`src/rtl/apct_fifo.sv`:
```
// Small register queue with occupancy count.
`timescale 1ns / 1ps
module apct_fifo #(
	parameter int WIDTH = 2,
	parameter int DEPTH = 4
) (
	input  logic                         clk,
	input  logic                         arst_n,
	input  logic                         wr_en,
	input  logic [WIDTH-1:0]             wr_data,
	output logic                         full,
	input  logic                         rd_en,
	output logic [WIDTH-1:0]             rd_data,
	output logic                         empty,
	output logic [$clog2(DEPTH+1)-1:0]   count
);
	localparam int PTR_W = (DEPTH > 1) ? $clog2(DEPTH) : 1;
	localparam int CNT_W = $clog2(DEPTH+1);

	logic [WIDTH-1:0] mem_q [DEPTH];
	logic [PTR_W-1:0] wr_ptr_q;
	logic [PTR_W-1:0] rd_ptr_q;
	logic [CNT_W-1:0] count_q;
	logic             do_wr;
	logic             do_rd;

	assign full    = (count_q == CNT_W'(DEPTH));
	assign empty   = (count_q == '0);
	assign count   = count_q;
	assign rd_data = mem_q[rd_ptr_q];
	assign do_wr   = wr_en && !full;
	assign do_rd   = rd_en && !empty;

	always_ff @(posedge clk) begin
		if (do_wr) begin
			mem_q[wr_ptr_q] <= wr_data;
		end
	end

	always_ff @(posedge clk or negedge arst_n) begin
		if (!arst_n) begin
			wr_ptr_q <= '0;
			rd_ptr_q <= '0;
			count_q  <= '0;
		end else begin
			if (do_wr) begin
				wr_ptr_q <= (wr_ptr_q == PTR_W'(DEPTH-1)) ? '0 : wr_ptr_q + 1'b1;
			end
			if (do_rd) begin
				rd_ptr_q <= (rd_ptr_q == PTR_W'(DEPTH-1)) ? '0 : rd_ptr_q + 1'b1;
			end
			if (do_wr && !do_rd) begin
				count_q <= count_q + 1'b1;
			end else if (do_rd && !do_wr) begin
				count_q <= count_q - 1'b1;
			end
		end
	end

endmodule

```
`config.mk`:
```
export PLATFORM = sky130hd
export DESIGN_NAME = apct_fifo
export DESIGN_NICKNAME = d
export VERILOG_FILES = /design/src/rtl/apct_fifo.sv
export SDC_FILE = /design/constraint.sdc
export NUM_CORES = 1
export LEC_CHECK = 0
export ABC_AREA = 0
export BUFFER_PORTS_ARGS = -buffer_cell sky130_fd_sc_hd__buf_2
export CORE_UTILIZATION = 45
export DETAILED_ROUTE_END_ITERATION = 10
export PLACE_DENSITY_LB_ADDON = 0.08
export SKIP_LAST_GASP = 1
export SYNTH_ARGS = -nofsm -noshare
export SYNTH_HDL_FRONTEND = slang
export SYNTH_SLANG_ARGS = --single-unit
```
`constraint.sdc`:
```
create_clock -name clk -period 2.6 [get_ports clk]
set_clock_uncertainty 0.05 [all_clocks]
set_input_delay 0 -clock clk [delete_from_list [all_inputs] [get_ports clk]]
set_output_delay 0 -clock clk [all_outputs]
set_load 0.02 [all_outputs]
```
==> impl_metrics.env <==
export IMPL_min_period_over_period_pct=82.20
export IMPL_pwr_share_clk_pct=12.4
export IMPL_ys_seq_elements=15
export IMPL_pin_count=13
export IMPL_first_global_vias=456
export IMPL_seq_area_frac_synth_pct=54.97
export IMPL_synth_xor_area_share_pct=3.477
export IMPL_power_share_combinational_pct=45.1
export IMPL_hold_path_class="primary input to register"
export IMPL_yosys_area_share_adder_pct=12.58
export IMPL_hpwl_um=851.2
export IMPL_muxShareOfSynthArea_pct=14.40
export IMPL_setup_viol=0
export IMPL_synth_area_per_cell_um2=16.08
export IMPL_numCtsBuffers=3
export IMPL_clock_fmax_ghz=0.4679
export IMPL_ys_top_cells_by_count="edfxtp_1, dfrtp_1, ha_1"
export IMPL_cp_required_ps=2740
export IMPL_numPortBuffers=12
export IMPL_cts_path_max_buffers=2
export IMPL_worst_pin_slew_ps=317.2
export IMPL_cp_end_kind="register"
export IMPL_synthSimpleGateAreaFrac_pct=11.59
export IMPL_ys_top_cells_by_area="edfxtp_1, dfrtp_1, ha_1"
export IMPL_synth_top_cell_area_share_pct=31.79
export IMPL_ys_warn_count=0
export IMPL_path_clk_slew_ps=80
export IMPL_p_leak_nw=0.3880
export IMPL_cts_sinks=15
export IMPL_drtIter0Drc=13
export IMPL_netlist_area_um2=755.7
export IMPL_arrival_ps=2280
export IMPL_diodes=0
export IMPL_critPathLaunchType="register"
export IMPL_drt_pass1_iterations=3
export IMPL_multi_input_area_um2=317.8
export IMPL_nFillCells=129
export IMPL_cp_max_fo=7
export IMPL_gr_total_overflow=0
export IMPL_synth_cells=47
export IMPL_rsz0062_at_grt="false"
export IMPL_antenna_found_initial=0
export IMPL_synth_flop_cell="edfxtp_1"
export IMPL_yosysTopAreaCell="edfxtp_1"
export IMPL_antenna_left=0
export IMPL_finalSetupTns_ps=0
export IMPL_status="finished clean"
export IMPL_synth_most_common_cell="edfxtp_1"
export IMPL_cap_viol_max_count=0
export IMPL_p_int_mw=0.6414
export IMPL_drcViolationCount=0
export IMPL_p_sw_share_pct=37.01
export IMPL_hold_viol_final=0
export IMPL_row_count=14
export IMPL_postCtsSetupRepairBufs=0
export IMPL_ctsRootBufferMaster="clkbuf_4"
export IMPL_core_um2=1541
export IMPL_drive_above_1_share_pct=44.62
export IMPL_initial_core_util_pct=49.03
export IMPL_syn_nets=60
export IMPL_synth_top_family_by_area="multiplexers"
export IMPL_synth_edff_count=8
export IMPL_synth_distinct_cells=17
export IMPL_path_class="register to register"
export IMPL_async_flop_share_pct=46.67
export IMPL_dieWidth_um=42.98
export IMPL_finalWirelength_mm=1.093
export IMPL_syn2layout_area_growth_pct=16.56
export IMPL_peakVddDrop_mv=0.5356
export IMPL_cts_tree="built"
export IMPL_vias=418
export IMPL_die_area_um2=1847
export IMPL_fin_hold_ws_ps=37.95
export IMPL_clk_latency_ps=270
export IMPL_synth_compound_area_share_pct=0
export IMPL_grt_pass1_wl_mm=1.945
export IMPL_track_usage_pct=14.87
export IMPL_pwr_density_cell_nw_per_um2=1156
export IMPL_slew_violations=0
export IMPL_gp_congestion=0.7138
export IMPL_detail_route_wl_per_cell_um=13.49
export IMPL_dieHeight_um=42.98
export IMPL_fin_crit_ps=2137
export IMPL_grt_max_degree=9
export IMPL_fin_nets=79
export IMPL_regArea_um2=415.4
export IMPL_viasPerCell=5.160
export IMPL_htreeDepth=1
export IMPL_p_sw_mw=0.3768
export IMPL_slew_headroom_pct=78.76
export IMPL_seq_power_share_pct=42.5
==> critical path, cell delays in order (launching register included) <==
cell and delay [ps]:
dfrtp_1 420, nor3b_4 170, nor2b_2 290, ha_1 250, inv_1 70, fa_1 370
xor2_1 150, nor2_1 120, xor2_1 170
==> final timing paths <==
check / cells past startpoint / from / slack, ps / endpoint
setup / recovery: 8 / count[2]$_DFFE_PN0P_ / 460 / count[2]$_DFFE_PN0P_
hold / removal: 3 / rd_en / 40 / rd_ptr_q[0]$_DFFE_PN0P_
setup reg to reg: 8 / count[2]$_DFFE_PN0P_ / 460 / count[2]$_DFFE_PN0P_
hold reg to reg: 1 / count[2]$_DFFE_PN0P_ / 490 / count[2]$_DFFE_PN0P_
max in group asynchronous: 2 / arst_n / 2290 / count[2]$_DFFE_PN0P_
min in group asynchronous: 2 / arst_n / 50 / rd_ptr_q[0]$_DFFE_PN0P_
==> cell usage in the layout, fill, tap and decap left out, drive strengths merged <==
cell type,Yosys,final
and2,4,4
nand2b,1,1
edfxtp,8,8
nor2,3,3
xnor2,1,1
ha,6,6
fa,1,1
inv,3,3
nor3b,1,1
dlygate4sd3,0,3
mux2,5,5
xor2,2,2
dfrtp,7,7
nor2b,1,1
buf,1,12
clkbuf,0,4
mux4,2,2
nor3,1,1
==> power by group through the flow <==
stage | clock, mW | combinational [mW] | sequential [mW]
after floorplan | 0 | 0.335 | 0.450
after global placement | 0 | 0.438 | 0.428
after detailed placement | 0 | 0.464 | 0.440
after CTS | 0.132 | 0.468 | 0.435
after global routing | 0.146 | 0.506 | 0.450
final | 0.126 | 0.459 | 0.433
==> layer usage <==
metal	track usage, %	wire length, um
met5	0	0
met4	7.273	11
met3	3.830	27
met2	26.97	641
met1	15.73	412
==> through the flow <==
step	setup WS (ps)	area, um^2	power, mW	util [%]	cells
after floorplan	132.1	755.7	0.7844	-	47
after global placement	597.1	824.5	0.8657	53.49	74
after detailed placement	447.9	824.5	0.9038	53.49	74
after CTS	424.9	880.8	1.035	57.14	81
after global routing	350.4	880.8	1.102	57.14	81
final	462.9	880.8	1.018	57.14	81
==> state kept, by name (all words and copies together) (netlist names) <==
register and flops:
rd_ptr_q 2, wr_ptr_q 2, mem_q 8, count 3
==> layout make-up <==
class	instances	area share, %
inverters	3	1.278
multi-input cells	28	36.08
flip-flops and latches	15	47.16
clock buffers	4	2.983
well taps	16	2.273
repair buffers	15	10.23
==> what timing repair did <==
| item | 4_1_cts | 5_1_grt |
|---|---|---|
| hold endpoints to repair | 15 | 0 |
| hold buffers | 3 | 0 |
| resized for setup | 0 | 0 |
==> cells by family (layout without fill, tap and decap cells) <==
logic type | after synthesis | in the layout
flip-flops | 15 | 15
AND/OR/NAND/NOR | 11 | 11
adder cells (fa/ha/maj) | 7 | 7
multiplexers | 7 | 7
buffers and inverters | 4 | 22
XOR/XNOR | 3 | 3
Power figures use the tool's default switching activity.
