===== config.mk =====
export PLATFORM = sky130hd
export DESIGN_NAME = apct_front
export DESIGN_NICKNAME = d
export VERILOG_FILES = /design/src/rtl/apct_pkg.sv /design/src/rtl/apct_front.sv
export SDC_FILE = /design/constraint.sdc
export NUM_CORES = 1
export LEC_CHECK = 0
export ABC_AREA = 1
export BUFFER_PORTS_ARGS = -buffer_cell sky130_fd_sc_hd__clkbuf_2
export CORE_AREA = 2 2 346 313
export CTS_CLUSTER_DIAMETER = 60
export DETAILED_ROUTE_END_ITERATION = 16
export DIE_AREA = 0 0 348 315
export MAX_ROUTING_LAYER = met4
export PLACE_DENSITY = 0.55
export SYNTH_ARGS = -nofsm -noshare
export SYNTH_HDL_FRONTEND = slang
export SYNTH_SLANG_ARGS = --single-unit

===== constraint.sdc =====
create_clock -name clk -period 37.3 [get_ports clk]
set_input_delay 1.865 -clock clk [delete_from_list [all_inputs] [get_ports clk]]
set_output_delay 1.865 -clock clk [all_outputs]
set_load 0.005 [all_outputs]

===== src/rtl/apct_pkg.sv =====
// Shared types, widths and helpers for the AABB pair contact tracker.
`timescale 1ns / 1ps
package apct_pkg;

	localparam int ID_W            = 6;
	localparam int COORD_W         = 32;
	localparam int SIZE_W          = 31;
	localparam int EXT_W           = 34;
	localparam int MAX_OBJECTS_DEF = 64;
	localparam int MIDQ_DEPTH      = 2;
	localparam int OUTQ_DEPTH      = 4;

	typedef logic signed [EXT_W-1:0] ext_t;

	typedef struct packed {
		logic            ov;
		logic            pair_ok;
		logic [ID_W-1:0] id_lo;
		logic [ID_W-1:0] id_hi;
	} pair_t;

	typedef struct packed {
		logic contact_enter;
		logic overlapping;
	} result_t;

	function automatic ext_t span_lo(input logic [COORD_W-1:0] c, input logic [SIZE_W-1:0] s);
		return {c[COORD_W-1], c, 1'b0} - {{(EXT_W-SIZE_W){1'b0}}, s};
	endfunction

	function automatic ext_t span_hi(input logic [COORD_W-1:0] c, input logic [SIZE_W-1:0] s);
		return {c[COORD_W-1], c, 1'b0} + {{(EXT_W-SIZE_W){1'b0}}, s};
	endfunction

endpackage


===== src/rtl/apct_front.sv =====
// Front end: register the box pair, form doubled spans, test overlap, classify the id pair.
`timescale 1ns / 1ps
module apct_front #(
	parameter int MAX_OBJECTS = 64
) (
	input  logic                            clk,
	input  logic                            arst_n,
	input  logic                            take,
	input  logic [apct_pkg::ID_W-1:0]       id_a,
	input  logic [apct_pkg::ID_W-1:0]       id_b,
	input  logic signed [apct_pkg::COORD_W-1:0] a_center_x,
	input  logic signed [apct_pkg::COORD_W-1:0] a_center_y,
	input  logic [apct_pkg::SIZE_W-1:0]     a_size_x,
	input  logic [apct_pkg::SIZE_W-1:0]     a_size_y,
	input  logic signed [apct_pkg::COORD_W-1:0] b_center_x,
	input  logic signed [apct_pkg::COORD_W-1:0] b_center_y,
	input  logic [apct_pkg::SIZE_W-1:0]     b_size_x,
	input  logic [apct_pkg::SIZE_W-1:0]     b_size_y,
	output logic                            stall,
	input  logic                            mid_full,
	output logic                            mid_push,
	output apct_pkg::pair_t                 mid_data
);
	import apct_pkg::*;

	localparam int MAX_BITS = $clog2(MAX_OBJECTS + 1);
	localparam int CMP_W    = (MAX_BITS > ID_W) ? MAX_BITS : ID_W;
	localparam logic [CMP_W-1:0] MAX_C = CMP_W'(MAX_OBJECTS);

	logic               v_s1;
	logic [ID_W-1:0]    id_a_s1, id_b_s1;
	logic [COORD_W-1:0] acx_s1, acy_s1, bcx_s1, bcy_s1;
	logic [SIZE_W-1:0]  asx_s1, asy_s1, bsx_s1, bsy_s1;

	logic               v_s2;
	logic               ok_s2;
	logic [ID_W-1:0]    lo_s2, hi_s2;
	ext_t               ax_lo_s2, ax_hi_s2, bx_lo_s2, bx_hi_s2;
	ext_t               ay_lo_s2, ay_hi_s2, by_lo_s2, by_hi_s2;

	logic               s1_adv, s2_adv;
	logic               pair_ok;
	logic               a_first;
	logic               ov;

	assign s2_adv   = !v_s2 || !mid_full;
	assign s1_adv   = !v_s1 || s2_adv;
	assign stall    = !s1_adv;
	assign mid_push = v_s2 && !mid_full;

	assign pair_ok = (id_a_s1 != id_b_s1) && (CMP_W'(id_a_s1) < MAX_C)
		&& (CMP_W'(id_b_s1) < MAX_C);
	assign a_first = id_a_s1 < id_b_s1;

	assign ov = (ax_lo_s2 <= bx_hi_s2) && (bx_lo_s2 <= ax_hi_s2)
		&& (ay_lo_s2 <= by_hi_s2) && (by_lo_s2 <= ay_hi_s2);

	assign mid_data = '{ov: ov, pair_ok: ok_s2, id_lo: lo_s2, id_hi: hi_s2};

	always_ff @(posedge clk or negedge arst_n) begin
		if (!arst_n) begin
			v_s1 <= 1'b0;
			v_s2 <= 1'b0;
		end else begin
			if (s1_adv) begin
				v_s1 <= take;
			end
			if (s2_adv) begin
				v_s2 <= v_s1;
			end
		end
	end

	always_ff @(posedge clk) begin
		if (s1_adv && take) begin
			id_a_s1 <= id_a;
			id_b_s1 <= id_b;
			acx_s1  <= a_center_x;
			acy_s1  <= a_center_y;
			asx_s1  <= a_size_x;
			asy_s1  <= a_size_y;
			bcx_s1  <= b_center_x;
			bcy_s1  <= b_center_y;
			bsx_s1  <= b_size_x;
			bsy_s1  <= b_size_y;
		end
		if (s2_adv && v_s1) begin
			ok_s2    <= pair_ok;
			lo_s2    <= a_first ? id_a_s1 : id_b_s1;
			hi_s2    <= a_first ? id_b_s1 : id_a_s1;
			ax_lo_s2 <= span_lo(acx_s1, asx_s1);
			ax_hi_s2 <= span_hi(acx_s1, asx_s1);
			bx_lo_s2 <= span_lo(bcx_s1, bsx_s1);
			bx_hi_s2 <= span_hi(bcx_s1, bsx_s1);
			ay_lo_s2 <= span_lo(acy_s1, asy_s1);
			ay_hi_s2 <= span_hi(acy_s1, asy_s1);
			by_lo_s2 <= span_lo(bcy_s1, bsy_s1);
			by_hi_s2 <= span_hi(bcy_s1, bsy_s1);
		end
	end

endmodule


==> impl_metrics.toml, run 1 <==
[detailed_routing]
vias_per_cell = 4.86
totalWireLength_mm = 112
drtIter0Drc = 2309
drt_pass1_iterations = 6
avgRoutedWirePerCell_um = 18.5
ant_nets = 0
drc_errors = 0
via_count = 29300

[run]
max_cap_violations = 0

[grt]
grtUsageTotal_pct = 20.9
grt_pass1_vias = 28400
grt_max_degree = 176
antenna_found_initial = 0
grt_overflow_total = 0
grt_pass1_wl_mm = 168

[power]
ir_drop_v = 0.0000357
power_density_nw_per_um2 = 49.4
total_power_uw = 2080
p_leak_uw = 0.0198

[clock_tree]
post_cts_buffers = 0
cts_hold_buffers = 0
cts_tree = "done"
numCtsBuffers = 73
htree_levels = 3
clock_latency_ns = 0.67
cts_resized = 0
clock-root-buffer = "clkbuf_16"
path_clk_slew_ns = 0.05
cts_max_path_buffers = 3
cts_sinks = 547

[finish]
final_cell_mix = "nand2_1 (851), inv_1 (843), edfxtp_1 (545), nor2_1 (456), ha_1 (382)"
fillers = 10800
mostFrequentLayoutCell = "nand2_1"
utilization_pct = 39.5
layout-drive-gt1-share_pct = 9.78
syn_to_final_growth_pct = 14.1
diodes = 0
nNetsFinal = 5251

[synthesis]
syn_inst = 4321
synth_edf_count = 545
synth_seq_cells = 547
syn_avg_cell_area_um2 = 8.53
synthFlopType = "edfxtp_1"
syn-num-nets = 4979
ys_types = 49
syn_area_um2 = 36800
seq_area_frac_synth_pct = 44.6
async_reset_ff_share_pct = 0.366
synth_warnings = 0

[placed_design]
numPortBuffers = 283
dp_hpwl_mm = 90.8
pre_cts_ws_ns = 32.13
finalWeightedCongestion = 0.990

[status]
outcome = "completed"

[hold_path]
hp-class = "flop to flop"

[setup_path]
end_kind = "output pin"
worstPathArrival_ns = 3.27
setup.worst_path.start_class = "flop"
crit_fanout = 3
worstPathRequired_ns = 35.43
path_class = "flop to output pin"

[floorplan]
die_h_um = 315
num_rows = 114
dieArea_um2 = 110000
ios = 284
dieWidth_um = 348
initial_core_util_pct = 34.6
coreArea_um2 = 107000

[sta]
rsz0062_at_grt = "false"
setup_violations = 0
drv_slew = 0
tightest_slew_ns = 1.03
maxSlewHeadroom_pct = 31.1
fin_crit_ns = 5.14
fin_ws_ns = 32.16
hold_viol_final = 0
period_share_pct = 13.8
skew_ns = 0.0307
final.setup.tns_ns = 0
fmax_mhz = 195
## synth_stat cells (5+ instances only)
cell type | count | area (um2)
o211ai_1 | 15 | 113
nor2_1 | 456 | 1710
a21o_1 | 31 | 233
nand4_1 | 34 | 213
a21oi_2 | 5 | 43.8
inv_1 | 844 | 3170
edfxtp_1 | 545 | 16400
o21ai_2 | 26 | 228
o2111ai_1 | 8 | 70.1
nand2_2 | 5 | 31.3
buf_4 | 7 | 52.6
nand2_1 | 851 | 3190
a21boi_1 | 11 | 82.6
nor3_1 | 30 | 150
clkbuf_1 | 8 | 30.0
o21bai_1 | 17 | 128
a221oi_1 | 5 | 43.8
ha_1 | 382 | 4780
a21oi_1 | 365 | 1830
o21ai_1 | 11 | 55.1
nor4_1 | 12 | 75.1
o21ai_0 | 142 | 711
a21boi_0 | 11 | 82.6
fa_1 | 8 | 160
o21a_1 | 42 | 315
xor2_1 | 136 | 1190
buf_2 | 72 | 360
nand3_1 | 188 | 941
xnor2_1 | 6 | 52.6
## area by class of cell
class / instances / area, um2 / area share (%)
Clock buffer: 84 / 1910 / 4.54
Inverter: 848 / 3190 / 7.59
Timing Repair Buffer: 289 / 1470 / 3.51
Clock inverter: 48 / 534 / 1.27
Sequential cell: 547 / 16400 / 39.0
Multi-Input combinational cell: 2834 / 16800 / 39.9
Tap cell: 1392 / 1740 / 4.14
## worst max-delay path, cell delays in order, from the launching register on
cell	delay [ns]
edfxtp_1	0.36
ha_1	0.30
nand2_1	0.07
nor2_1	0.13
nor3b_1	0.45
nand2_1	0.10
nand2_1	0.09
nand2_1	0.07
nand3_1	0.08
nand2_1	0.05
a21boi_0	0.61
nor2_1	0.11
clkbuf_2	0.20
## power breakdown
group          switching (uW)  internal (uW)
logic                     375            172
registers                34.2            783
clock network             288            423
total                     697           1380
## path summary, 6_finish.rpt
path                                   startpoint                     to  slack [ns]  cells after the start
min                              v_s1$_DFFE_PN0N_       v_s2$_DFFE_PN0P_        0.49                      2
max in group asynchronous                  arst_n       v_s1$_DFFE_PN0N_       36.20                      1
max reg2reg                      v_s2$_DFFE_PN0P_  ay_hi_s2[1]$_DFFE_PP_       33.78                      3
max                        by_lo_s2[17]$_DFFE_PP_           mid_data[13]       32.16                     12
min reg2reg                      v_s1$_DFFE_PN0N_       v_s2$_DFFE_PN0P_        0.49                      2
min in group asynchronous                  arst_n       v_s2$_DFFE_PN0P_        1.00                      1
## per-stage QoR
step | instance area (um2) | cells | hold slack [ns]
2_1_floorplan | 36800 | 4321 | 0.433
3_3_place_gp | 39600 | 5910 | 0.492
3_5_place_dp | 39600 | 5910 | 0.500
4_1_cts | 42000 | 6042 | 0.500
5_1_grt | 42000 | 6042 | 0.557
6_report | 42000 | 6042 | 0.495
## routing by layer
| metal | wire length, um | track usage [%] |
|---|---|---|
| met1 | 49600 | 26.8 |
| met2 | 53500 | 34.6 |
| met3 | 6130 | 3.17 |
| met4 | 2670 | 5.25 |
| met5 | 0 | - |
## flip-flops by register name, summed over array words and instances (netlist names)
signal / cells
bcy_s1: 32
acx_s1: 32
ax_hi_s2: 33
v_s1: 1
bsx_s1: 31
ay_lo_s2: 34
ax_lo_s2: 34
ay_hi_s2: 33
by_lo_s2: 34
bx_lo_s2: 34
id_b_s1: 6
id_a_s1: 6
by_hi_s2: 33
bcx_s1: 32
bx_hi_s2: 33
acy_s1: 32
bsy_s1: 31
lo_s2: 6
hi_s2: 6
asy_s1: 31
asx_s1: 31
v_s2: 1
ok_s2: 1
## cells by family after synthesis
kind of cell             after synthesis  synth area share [%]
AND/OR/NAND/NOR                     1585                  17.3
buffers and inverters                940                  9.94
AO/OA/AOI/OAI                        717                  11.4
flip-flops                           547                  44.6
adder cells (fa/ha/maj)              390                  13.4
XOR/XNOR                             142                  3.38
No activity file was read; power rests on OpenSTA's default activity.
==> run 2, diff against run 1 <==
- clock period: 37.3 -> 5.2 ns (I/O delays scaled with it)
==> run 2 against run 1 <==
Effect of this change:
- clock skew down 0.0048 ns
- via count up 3.0%
- hold slack worse by 0.19 ns
- power rose to 7.5 times the previous value
- combinational power rose to 7.5 times the previous value
- clock power rose to 7.8 times the previous value
- final area up 7.1%
- largest cell class unchanged
==> impl_metrics.toml, run 2 (synthesized netlist as in run 1, its figures left out) <==
[detailed_routing]
drt_pass1_iterations = 6
drtIter0Drc = 2163
drc_errors = 0
vias_per_cell = 4.78
totalWireLength_mm = 117
ant_nets = 0
avgRoutedWirePerCell_um = 18.5
via_count = 30200

[run]
max_cap_violations = 0

[finish]
final_cell_mix = "nand2_1 (851), inv_1 (843), edfxtp_1 (545), nor2_1 (456), ha_1 (382)"
mostFrequentLayoutCell = "nand2_1"
nNetsFinal = 5528
fin_cells = 6327
syn_to_final_growth_pct = 22.2
layout-drive-gt1-share_pct = 9.63
regArea_um2 = 16400
fillers = 10600
multi_input_area_um2 = 16800

[setup_path]
crit_fanout = 3
endpoint = "mid_data[13]"
startpoint = "by_lo_s2[25]$_DFFE_PP_"
end_kind = "output pin"
worst_r2r_endpoint = "acx_s1[1]$_DFFE_PP_"
worstPathArrival_ns = 3.34
r2r_start = "v_s2$_DFFE_PN0P_"
slowest_delay_ns = 0.64
path_class = "flop to output pin"
cp_common_cell = "nor2_1"
worstPathRequired_ns = 4.94
setup.worst_path.start_class = "flop"
r2r_slack_ns = 2.44
cp_slowest_cell = "a21boi_0"
worstPathCellList = "ha_1 > nand2_1 > nor2_1 > nand4_1 > nor2_1 > nand4_1 > nand3_1 > nand2_1 > a21boi_0 > nor2_1 > clkbuf_2"
reg2reg_depth = 7

[clock_tree]
numCtsBuffers = 77
cts_max_path_buffers = 3
cts_tree = "done"
path_clk_slew_ns = 0.06
clock_latency_ns = 0.67
clock-root-buffer = "clkbuf_16"
htree_levels = 3
post_cts_buffers = 0
cts_sinks = 547

[placed_design]
dp_hpwl_mm = 93.5
finalWeightedCongestion = 1.00
post-place-cells = 5914
numPortBuffers = 283

[grt]
grtUsageTotal_pct = 21.8
grt_pass1_wl_mm = 174
grt_pass1_vias = 30000
grt_max_degree = 160
grt_overflow_total = 0
antenna_found_initial = 4

[sta]
skew_ns = 0.0259
fin_hold_ws_ns = 0.306
tightest_slew_ns = 1.23
period_share_pct = 69.2
setup_violations = 0
fin_crit_ns = 3.60
fmax_mhz = 278
rsz0062_at_grt = "false"
maxSlewHeadroom_pct = 18.2
hold_viol_final = 0
drv_slew = 0

[power]
ir_drop_v = 0.000257
netSwitchingPower_uw = 5190
power_density_nw_per_um2 = 345
seq_power_share_pct = 37.8
p_sw_share_pct = 33.4
total_power_uw = 15500
clkPwrFrac_pct = 35.8
combPwrFrac_pct = 26.4
intPower_uw = 10400
p_leak_uw = 0.0211

[floorplan]
dieWidth_um = 348
coreArea_um2 = 107000
ios = 284
num_rows = 114
initial_core_util_pct = 34.6
dieArea_um2 = 110000
die_h_um = 315

[hold_path]
hp-class = "input port to flop"

[status]
outcome = "completed"
==> run 2: cell types whose count changed in the layout (fill, tap and decap cells not counted), sizes merged <==
cell         delta
buf             +4
bufinv          +4
clkbuf          -1
clkinv          +7
clkinvlp        +3
diode           +2
dlygate4sd3   +269
inv             -3
==> run 2: metal layers <==
layer,GRT usage [%],vias up,share of wire (%)
met5,-,-,0
met4,6.84,0,3.1
met3,3.71,166,5.9
met2,36.1,848,48
met1,27.0,14000,43
li1,-,15200,-
==> run 2: area by class of cell <==
cell class | count | share of cell area, %
diodes | 2 | 0.0111
clock buffers | 83 | 4.38
clock inverters | 59 | 1.63
inverters | 848 | 7.08
multi-input cells | 2834 | 37.2
flip-flops and latches | 547 | 36.4
well taps | 1392 | 3.87
repair buffers | 562 | 9.35
==> run 2: how the worst min path moves through the flow <==
stage / from / to / slack, ns / cells after the start
floorplan: arst_n / v_s1$_DFFE_PN0N_ / -0.04 / 0
finish: a_size_x[15] / asx_s1[15]$_DFFE_PP_ / 0.31 / 2
detailed placement: arst_n / v_s1$_DFFE_PN0N_ / 0.05 / 1
CTS: a_center_x[22] / acx_s1[22]$_DFFE_PP_ / 0.24 / 2
global route: a_size_x[15] / asx_s1[15]$_DFFE_PP_ / 0.26 / 2
global placement: arst_n / v_s2$_DFFE_PN0P_ / 0.05 / 1
==> run 2: worst max-delay path, delay by kind of cell, from the launching register on <==
| family | cells | cell delay (ns) |
|---|---|---|
| DFF | 1 | 0.43 |
| buffers and inverters | 1 | 0.21 |
| and+or+nand+nor | 8 | 1.07 |
| adders and majority gates | 1 | 0.33 |
| AOI/OAI and AO/OA | 1 | 0.64 |
==> run 2: repair_timing <==
action | 4_1_cts | 5_1_grt
gates resized for setup | 0 | 0
hold endpoints to repair | 268 | 0
hold buffers | 269 | 0
==> run 2: stage by stage <==
step | util, % | setup TNS (ns) | cell area [um2] | setup slack (ns)
floorplan | - | -74.70 | 36900 | -0.266
global placement | 37.2 | 0 | 39600 | 2.33
detailed placement | 37.2 | 0 | 39600 | 2.33
CTS | 42.3 | 0 | 45000 | 1.55
global route | 42.3 | 0 | 45000 | 1.38
finish | 42.3 | 0 | 45000 | 1.60
==> run 2: power by group through the flow <==
stage	clock (uW)	combinational (uW)	sequential, uW
floorplan	0	2630	5900
global placement	0	3920	5970
detailed placement	0	3930	5980
CTS	5710	4120	5890
global route	5890	4600	5920
finish	5560	4110	5870
